<file path="config.mk">
export PLATFORM = sky130hd
export DESIGN_NAME = gast_ctrl
export DESIGN_NICKNAME = d
export VERILOG_FILES = /design/src/sv/gast_pkg.sv /design/src/sv/gast_ctrl.sv
export SDC_FILE = /design/constraint.sdc
export NUM_CORES = 1
export LEC_CHECK = 0
export ABC_CLOCK_PERIOD_IN_PS = 1800
export BUFFER_PORTS_ARGS = -buffer_cell sky130_fd_sc_hd__buf_4
export CORE_MARGIN = 4
export CORE_UTILIZATION = 25
export CTS_BUF_LIST = sky130_fd_sc_hd__clkbuf_4
export DETAILED_ROUTE_END_ITERATION = 7
export GPL_TIMING_DRIVEN = 0
export SETUP_SLACK_MARGIN = 0.15
export SLEW_MARGIN = 20
export SYNTH_ARGS = -nofsm -noshare
export SYNTH_HDL_FRONTEND = slang
export SYNTH_SLANG_ARGS = --single-unit
</file>
<file path="constraint.sdc">
create_clock -name clk -period 1.8 [get_ports clk]
set_clock_uncertainty 0.05 [all_clocks]
set_input_delay 0.36 -clock clk [delete_from_list [all_inputs] [get_ports clk]]
set_output_delay 0.36 -clock clk [all_outputs]
set_load 0.005 [all_outputs]
</file>
<file path="src/sv/gast_pkg.sv">
package gast_pkg;

    // cell status codes held in the node store
    localparam logic [1:0] ST_UNSEEN = 2'd0;
    localparam logic [1:0] ST_OPEN   = 2'd1;
    localparam logic [1:0] ST_CLOSED = 2'd2;

    // input beat kinds (tuser)
    localparam logic CMD_WRITE = 1'b0;
    localparam logic CMD_QUERY = 1'b1;

    // configuration register indexes
    localparam logic REG_STRAIGHT = 1'b0;
    localparam logic REG_DIAGONAL = 1'b1;

    localparam logic [7:0] STRAIGHT_RESET = 8'd10;
    localparam logic [7:0] DIAGONAL_RESET = 8'd14;

    typedef enum logic [4:0] {
        OP_NONE,
        OP_ACCEPT,
        OP_DECODE,
        OP_RST_CLR,
        OP_Q_CLR,
        OP_Q_INIT,
        OP_SCAN,
        OP_CLOSE,
        OP_NB_POS,
        OP_NB_RD0,
        OP_NB_RDA,
        OP_NB_RDB,
        OP_NB_RDN,
        OP_NB_UPD,
        OP_NB_NEXT,
        OP_TR_INIT,
        OP_TR_RD,
        OP_TR_STEP,
        OP_RES_OK,
        OP_RES_FAIL
    } dp_op_t;

    typedef struct packed {
        dp_op_t op;
    } dp_cmd_t;

    typedef struct packed {
        logic sweep_last;
        logic cmd_query;
        logic in_range;
        logic scan_done;
        logic have_best;
        logic best_is_goal;
        logic nb_oob;
        logic walk_bit;
        logic nb_diag;
        logic last_dir;
        logic tr_stop;
        logic tr_poob;
        logic out_free;
    } dp_stat_t;

    // move offsets, two's complement: 2'b11 is -1
    function automatic logic [1:0] step_dx(input logic [2:0] d);
        logic [1:0] r;
        unique case (d)
            3'd0, 3'd1: r = 2'b00;
            3'd2, 3'd4, 3'd5: r = 2'b11;
            default: r = 2'b01;
        endcase
        return r;
    endfunction

    function automatic logic [1:0] step_dy(input logic [2:0] d);
        logic [1:0] r;
        unique case (d)
            3'd0, 3'd4, 3'd6: r = 2'b11;
            3'd2, 3'd3: r = 2'b00;
            default: r = 2'b01;
        endcase
        return r;
    endfunction

endpackage

</file>
<file path="src/sv/gast_ctrl.sv">
module gast_ctrl (
    input  logic               clk,
    input  logic               rst_n,
    input  logic               s_tvalid,
    output logic               s_tready,
    input  gast_pkg::dp_stat_t stat,
    output gast_pkg::dp_cmd_t  cmd
);
    import gast_pkg::*;

    typedef enum logic [4:0] {
        S_RST_CLR,
        S_IDLE,
        S_DECODE,
        S_Q_CLR,
        S_Q_INIT,
        S_SCAN,
        S_PICK,
        S_CLOSE,
        S_NB_POS,
        S_NB_RD0,
        S_NB_W0,
        S_NB_WA,
        S_NB_WB,
        S_NB_N,
        S_NB_NEXT,
        S_TR_INIT,
        S_TR_RD,
        S_TR_STEP,
        S_OK,
        S_FAIL
    } state_t;

    state_t state_reg, state_next;

    always_ff @(posedge clk or negedge rst_n)
    begin
        if (!rst_n)
        begin
            state_reg <= S_RST_CLR;
        end
        else
        begin
            state_reg <= state_next;
        end
    end

    always_comb
    begin
        state_next = state_reg;
        cmd.op     = OP_NONE;
        unique case (state_reg)
            S_RST_CLR:
            begin
                cmd.op = OP_RST_CLR;
                if (stat.sweep_last)
                begin
                    state_next = S_IDLE;
                end
            end
            S_IDLE:
            begin
                if (s_tvalid)
                begin
                    cmd.op     = OP_ACCEPT;
                    state_next = S_DECODE;
                end
            end
            S_DECODE:
            begin
                cmd.op = OP_DECODE;
                priority if (!stat.cmd_query)
                    state_next = S_IDLE;
                else if (stat.in_range)
                    state_next = S_Q_CLR;
                else
                    state_next = S_FAIL;
            end
            S_Q_CLR:
            begin
                cmd.op = OP_Q_CLR;
                if (stat.sweep_last)
                begin
                    state_next = S_Q_INIT;
                end
            end
            S_Q_INIT:
            begin
                cmd.op     = OP_Q_INIT;
                state_next = S_SCAN;
            end
            S_SCAN:
            begin
                cmd.op = OP_SCAN;
                if (stat.scan_done)
                begin
                    state_next = S_PICK;
                end
            end
            S_PICK:
            begin
                priority if (!stat.have_best)
                    state_next = S_FAIL;
                else if (stat.best_is_goal)
                    state_next = S_TR_INIT;
                else
                    state_next = S_CLOSE;
            end
            S_CLOSE:
            begin
                cmd.op     = OP_CLOSE;
                state_next = S_NB_POS;
            end
            S_NB_POS:
            begin
                cmd.op     = OP_NB_POS;
                state_next = S_NB_RD0;
            end
            S_NB_RD0:
            begin
                if (stat.nb_oob)
                begin
                    state_next = S_NB_NEXT;
                end
                else
                begin
                    cmd.op     = OP_NB_RD0;
                    state_next = S_NB_W0;
                end
            end
            S_NB_W0:
            begin
                priority if (!stat.walk_bit)
                    state_next = S_NB_NEXT;
                else if (stat.nb_diag)
                begin
                    cmd.op     = OP_NB_RDA;
                    state_next = S_NB_WA;
                end
                else
                begin
                    cmd.op     = OP_NB_RDN;
                    state_next = S_NB_N;
                end
            end
            S_NB_WA:
            begin
                if (!stat.walk_bit)
                begin
                    state_next = S_NB_NEXT;
                end
                else
                begin
                    cmd.op     = OP_NB_RDB;
                    state_next = S_NB_WB;
                end
            end
            S_NB_WB:
            begin
                if (!stat.walk_bit)
                begin
                    state_next = S_NB_NEXT;
                end
                else
                begin
                    cmd.op     = OP_NB_RDN;
                    state_next = S_NB_N;
                end
            end
            S_NB_N:
            begin
                cmd.op     = OP_NB_UPD;
                state_next = S_NB_NEXT;
            end
            S_NB_NEXT:
            begin
                cmd.op     = OP_NB_NEXT;
                state_next = stat.last_dir ? S_SCAN : S_NB_POS;
            end
            S_TR_INIT:
            begin
                cmd.op     = OP_TR_INIT;
                state_next = S_TR_RD;
            end
            S_TR_RD:
            begin
                if (stat.tr_stop)
                begin
                    state_next = S_OK;
                end
                else
                begin
                    cmd.op     = OP_TR_RD;
                    state_next = S_TR_STEP;
                end
            end
            S_TR_STEP:
            begin
                cmd.op     = OP_TR_STEP;
                state_next = stat.tr_poob ? S_OK : S_TR_RD;
            end
            S_OK:
            begin
                if (stat.out_free)
                begin
                    cmd.op     = OP_RES_OK;
                    state_next = S_IDLE;
                end
            end
            S_FAIL:
            begin
                if (stat.out_free)
                begin
                    cmd.op     = OP_RES_FAIL;
                    state_next = S_IDLE;
                end
            end
            default:
            begin
                state_next = S_IDLE;
            end
        endcase
    end

    assign s_tready = state_reg == S_IDLE;

endmodule

</file>
==> results of run 1 <==
[metal layers]
layer  vias to the layer above  global-route usage
met5                         -                   0
met1                       496               0.213
met2                        58               0.193
met3                         0              0.0222
li1                        520                   -
met4                         0              0.0311
[critical path, delay by kind of cell, from the launching register on]
kind                   cells  cell delay, ns
buffers and inverters      3            0.33
AO/OA/AOI/OAI              1            0.07
AND/OR/NAND/NOR            2            0.53
flip-flops                 1            0.42
[power breakdown]
group | internal [mW] | leakage [nW] | switching (mW)
Sequential | 0.176 | 0.0608 | 0.0627
Combinational | 1.14 | 0.502 | 1.09
Clock | 0.0989 | 0.0184 | 0.0465
[placed cells by master, fill, tap and decap left out, types with 3 or more instances in the layout]
cell type  instances
nand2b_1           3
nor3_1             6
clkbuf_4           4
nor2_1            10
o21ai_0            3
nand2_1           13
a31oi_1            4
buf_4             38
o21ai_1            3
a21oi_1            8
dfrtp_1            3
buf_6              6
nor2b_1            3
inv_1              3
buf_8              3
[stage by stage]
stage / util / setup TNS (ns) / hold WS, ns
after detailed placement: 0.338 / -0.363 / 0.114
after global placement: 0.338 / -0.348 / 0.110
after global routing: 0.433 / -1.23 / 0.412
after CTS: 0.417 / -0.778 / 0.396
after floorplan: - / 0 / 0.0144
final: 0.433 / -0.743 / 0.400
[final cells by class]
type	instances	area share
clock buffers	4	0.0223
plain buffers	11	0.0950
flip-flops and latches	5	0.0950
well taps	44	0.0410
repair buffers	40	0.226
multi-input cells	97	0.507
inverters	4	0.0130
[repair_timing]
item	in CTS	in global routing
hold endpoints to repair	5	0
hold buffers	1	0
endpoints found under the setup margin	6	9
gates cloned	1	0
buffers inserted	15	2
gates resized for setup	25	10
pin swaps	8	4
[logic make-up after synthesis]
group / after synthesis / synth area share
AND/OR/NAND/NOR: 54 / 0.347
AO/OA/AOI/OAI: 42 / 0.368
buffers and inverters: 15 / 0.122
flip-flops: 5 / 0.151
multiplexers: 1 / 0.0121
[final timing paths]
| check | from | to | slack [ns] |
|---|---|---|---|
| min in group clk | stat[9] | state_reg[2]$_DFFE_PN0P_ | 0.45 |
| min reg2reg | state_reg[2]$_DFFE_PN0P_ | state_reg[0]$_DFFE_PN0P_ | 0.68 |
| max | state_reg[2]$_DFFE_PN0P_ | cmd[3] | -0.20 |
| max in group asynchronous | rst_n | state_reg[1]$_DFFE_PN0P_ | 1.18 |
| min | rst_n | state_reg[2]$_DFFE_PN0P_ | 0.40 |
| max reg2reg | state_reg[1]$_DFFE_PN0P_ | state_reg[0]$_DFFE_PN0P_ | -0.01 |
==> impl_metrics.env, run 1 <==
export IMPL_synth_top_area_share=0.151
export IMPL_cts_tree="yes"
export IMPL_gp_congestion=0.875
export IMPL_placed_area_sq_um=1050
export IMPL_setup_viol=6
export IMPL_dp_slack_ns=-0.136
export IMPL_track_usage=0.137
export IMPL_cp_max_fo=7
export IMPL_crit_arrival_ns=1.59
export IMPL_ys_flop_type="dfrtp_1"
export IMPL_synth_most_common_cell="nand2_1"
export IMPL_met1Wirelength_um=1340
export IMPL_ys_ff_latch=5
export IMPL_slew_viol_final=0
export IMPL_cts_sinks=5
export IMPL_row_count=20
export IMPL_drt_iter0_drc=98
export IMPL_cap_violations=0
export IMPL_period_share=1.11
export IMPL_antenna_found_initial=0
export IMPL_outcome="finished with violations"
export IMPL_crit_required_ns=1.39
export IMPL_critical_path_class="reg2out"
export IMPL_synth_cell_type_count=43
export IMPL_multi_input_area_sq_um=682
export IMPL_period_minus_slack_ns=2.00
export IMPL_clockBufferDepth=2
export IMPL_synth_commonest_cells="nand2_1, nor2_1, a21oi_1"
export IMPL_syn_nets=133
export IMPL_num_fill_cells=321
export IMPL_start_util=0.267
export IMPL_rsz0062_at_grt="true"
export IMPL_largest_register_ffs=5
export IMPL_drc=0
export IMPL_dieArea_sq_um=4300
export IMPL_synth_area_sq_um=830
export IMPL_synth_edf_count=0
export IMPL_syn_area_per_cell_sq_um=7.09
export IMPL_p_leak_nw=0.581
export IMPL_die_w_um=65.6
export IMPL_vias=1074
export IMPL_grt_pass1_vias=1023
export IMPL_ant_nets=0
export IMPL_synthArstFlopShare=1.00
export IMPL_cts_root_buf="clkbuf_4"
export IMPL_routed_top_layer="met3"
export IMPL_power_mw=2.62
export IMPL_netlist_instances=117
export IMPL_die_h_um=65.6
export IMPL_grt_max_degree=11
export IMPL_coreArea_sq_um=3100
export IMPL_startpoint_type="register"
export IMPL_max_freq_mhz=500
export IMPL_crit_slowest_cell="or4_4"
export IMPL_synth_top_area_cell="dfrtp_1"
export IMPL_drt_first_pass_iters=4
export IMPL_grt_pass1_wl_um=4760
export IMPL_io_buffers=21
export IMPL_clk_latency_ns=0.24
export IMPL_relSlewSlack=0.781
export IMPL_cpPeakStageDelay_ns=0.49
export IMPL_p_per_area_nw_per_um2=1950
export IMPL_num_io_pins=22
export IMPL_register_area_sq_um=128
export IMPL_ys_seq_area_frac=0.151
export IMPL_final_nets=178
export IMPL_stdcell_count=205
export IMPL_dp_cells=182
export IMPL_worst_pin_slew_ns=0.328
export IMPL_holdCritPathClass="in2async"
export IMPL_clk_pin_slew_worst_paths_ns=0.05
export IMPL_synth_top_cells_by_area="dfrtp_1, nand2_1, a21oi_1, buf_6, nor2_1"
export IMPL_design_area_sq_um=1340
export IMPL_r2r_cells=7
export IMPL_end_kind="output port"
export IMPL_worst_slack_ns=-0.200
export IMPL_syn2layout_area_growth_pct=62.0
export IMPL_drive_gt1_frac=0.497
export IMPL_peakVddDrop_mv=0.599
export IMPL_hpwl_um=1990
export IMPL_wl_met3_um=289
export IMPL_wl_per_cell_um=14.4
export IMPL_crit_chain="buf_6 -> inv_4 -> nand2_4 -> or4_4 -> o21ai_2 -> buf_4"
export IMPL_cts_inserted_buffers=3
export IMPL_violations="negative setup slack"
export IMPL_cts_max_level=1
export IMPL_vias_per_cell=5.24
export IMPL_num_antenna_cells=0
export IMPL_routed_wl_met2_um=1320
export IMPL_yosysWarnings=0
export IMPL_drt_total_wl_um=2950
export IMPL_hold_violations=0
export IMPL_gr_total_overflow=0
Note: power is estimated with default switching activity, not from simulation.
==> inputs of run 2 (changes only) <==
Settings changed: PLACE_DENSITY set to 0.54.
==> run 2 against run 1 <==
Core utilization increased by 3.3 points. Sequential power down 5%. Register-to-register slack better by 0.04 ns. Die area unchanged. First-iteration DRC count down 8.2%. Design area rose by 7.7%. Critical path type unchanged. Sequential share of layout area fell by 0.77 points. The flow still finishes with violations (negative setup slack). Hold slack better by 0.0032 ns. Combinational power increased by 16%. Global-route usage increased by 1.8 points. Non-clock buffer count grew 2. Sequential cell count unchanged.
==> impl_metrics.env, run 2 (synthesized netlist as in run 1, its figures left out) <==
export IMPL_final_common_cell="buf_4"
export IMPL_die_w_um=65.6
export IMPL_die_h_um=65.6
export IMPL_design_area_sq_um=1450
export IMPL_startpoint_type="register"
export IMPL_clockBufferDepth=2
export IMPL_period_share=1.11
export IMPL_path_depth=5
export IMPL_drt_iter0_drc=90
export IMPL_peakVddDrop_mv=0.460
export IMPL_crit_slowest_cell="dfrtp_2"
export IMPL_drc=0
export IMPL_hpwl_um=2020
export IMPL_start_util=0.267
export IMPL_relSlewSlack=0.756
export IMPL_cap_violations=0
export IMPL_grt_max_degree=11
export IMPL_io_buffers=21
export IMPL_worst_pin_slew_ns=0.365
export IMPL_clk_pin_slew_worst_paths_ns=0.05
export IMPL_num_antenna_cells=0
export IMPL_gr_total_overflow=0
export IMPL_period_minus_slack_ns=2.00
export IMPL_largest_register_ffs=5
export IMPL_drt_first_pass_iters=4
export IMPL_critPathBufInv=1
export IMPL_final_cell_mix="buf_4, nand2_1, nor2_1, a21oi_1"
export IMPL_violations="negative setup slack"
export IMPL_num_io_pins=22
export IMPL_cp_max_fo=6
export IMPL_ant_nets=0
export IMPL_clk_latency_ns=0.24
export IMPL_cts_root_buf="clkbuf_4"
export IMPL_coreArea_sq_um=3100
export IMPL_crit_required_ns=1.39
export IMPL_grt_pass1_wl_um=5190
export IMPL_track_usage=0.155
export IMPL_crit_chain="or2b_1 -> nand2_1 -> or4_4 -> o21ai_2 -> buf_4"
export IMPL_crit_arrival_ns=1.59
export IMPL_vias_per_cell=5.49
export IMPL_dieArea_sq_um=4300
export IMPL_hold_violations=0
export IMPL_cpPeakStageDelay_ns=0.46
export IMPL_r2r_cells=7
export IMPL_dp_cells=182
export IMPL_antenna_found_initial=0
export IMPL_final_nets=180
export IMPL_row_count=20
export IMPL_vias=1136
export IMPL_wl_per_cell_um=17.0
export IMPL_drt_total_wl_um=3510
export IMPL_critical_path_class="reg2out"
export IMPL_max_freq_mhz=501
export IMPL_cts_max_level=1
export IMPL_holdCritPathClass="in2async"
export IMPL_end_kind="output port"
export IMPL_worst_slack_ns=-0.198
export IMPL_stdcell_count=207
export IMPL_fin_util=0.467
export IMPL_slew_viol_final=0
export IMPL_grt_pass1_vias=1136
export IMPL_crit_family="simple AND/OR/NAND/NOR gates"
export IMPL_gp_congestion=0.805
export IMPL_outcome="finished with violations"
export IMPL_syn2layout_area_growth_pct=74.5
export IMPL_p_leak_nw=0.618
export IMPL_p_per_area_nw_per_um2=2040
export IMPL_drive_gt1_frac=0.528
export IMPL_placed_area_sq_um=1050
export IMPL_cts_tree="yes"
export IMPL_rsz0062_at_grt="true"
export IMPL_cts_sinks=5
export IMPL_setup_viol=4
export IMPL_cts_inserted_buffers=3
export IMPL_fin_tns_setup_ns=-0.730
export IMPL_power_mw=2.95
run 2: where the power goes:
| group | switching, mW | leakage, nW | internal [mW] |
|---|---|---|---|
| Combinational | 1.28 | 0.537 | 1.30 |
| Sequential | 0.0525 | 0.0620 | 0.174 |
| Clock | 0.0467 | 0.0184 | 0.0989 |
run 2: layer usage:
metal  part of all wire  up-vias  GRT usage  wire [um]
met5                  0        -          0          0
met4              0.030        0     0.0674        104
met1               0.40      529      0.177       1400
li1                   -      526          -          -
met2               0.48       69      0.276       1690
met3              0.087       12     0.0342        307
run 2: final timing paths:
check,slack [ns],startpoint,end
min,0.40,rst_n,state_reg[2]$_DFFE_PN0P_
min reg2reg,0.71,state_reg[3]$_DFFE_PN0P_,state_reg[3]$_DFFE_PN0P_
max in group asynchronous,1.17,rst_n,state_reg[1]$_DFFE_PN0P_
min in group clk,0.45,stat[9],state_reg[2]$_DFFE_PN0P_
max,-0.20,state_reg[1]$_DFFE_PN0P_,cmd[3]
max reg2reg,0.03,state_reg[1]$_DFFE_PN0P_,state_reg[1]$_DFFE_PN0P_
run 2: per-stage QoR:
stage	hold slack (ns)	setup WS, ns
CTS	0.398	-0.180
global placement	0.111	-0.0945
detailed placement	0.113	-0.111
finish	0.404	-0.198
floorplan	0.0144	0.168
global route	0.397	-0.291
run 2: area by class of cell:
type / count / area, sq um
Buffer: 11 / 129
Clock buffer: 4 / 30.0
Fill cell: 323 / 1660
Inverter: 4 / 17.5
Multi-Input combinational cell: 97 / 742
Sequential cell: 5 / 126
Tap cell: 44 / 55.1
Timing Repair Buffer: 42 / 348
run 2: what timing repair did:
item,in CTS,in global routing
gates resized for setup,29,17
cloned,2,0
buffers inserted,16,2
pin swaps,8,12
endpoints found under the hold margin,5,0
endpoints found under the setup margin,6,9
hold buffers,1,0
run 2: worst reg2reg max path: stages (launching register included):
cell     delay (ns)
dfrtp_2        0.46
buf_6          0.17
buf_12         0.14
buf_6          0.13
buf_4          0.13
o41ai_2        0.26
o31ai_1        0.13
a31oi_1        0.21
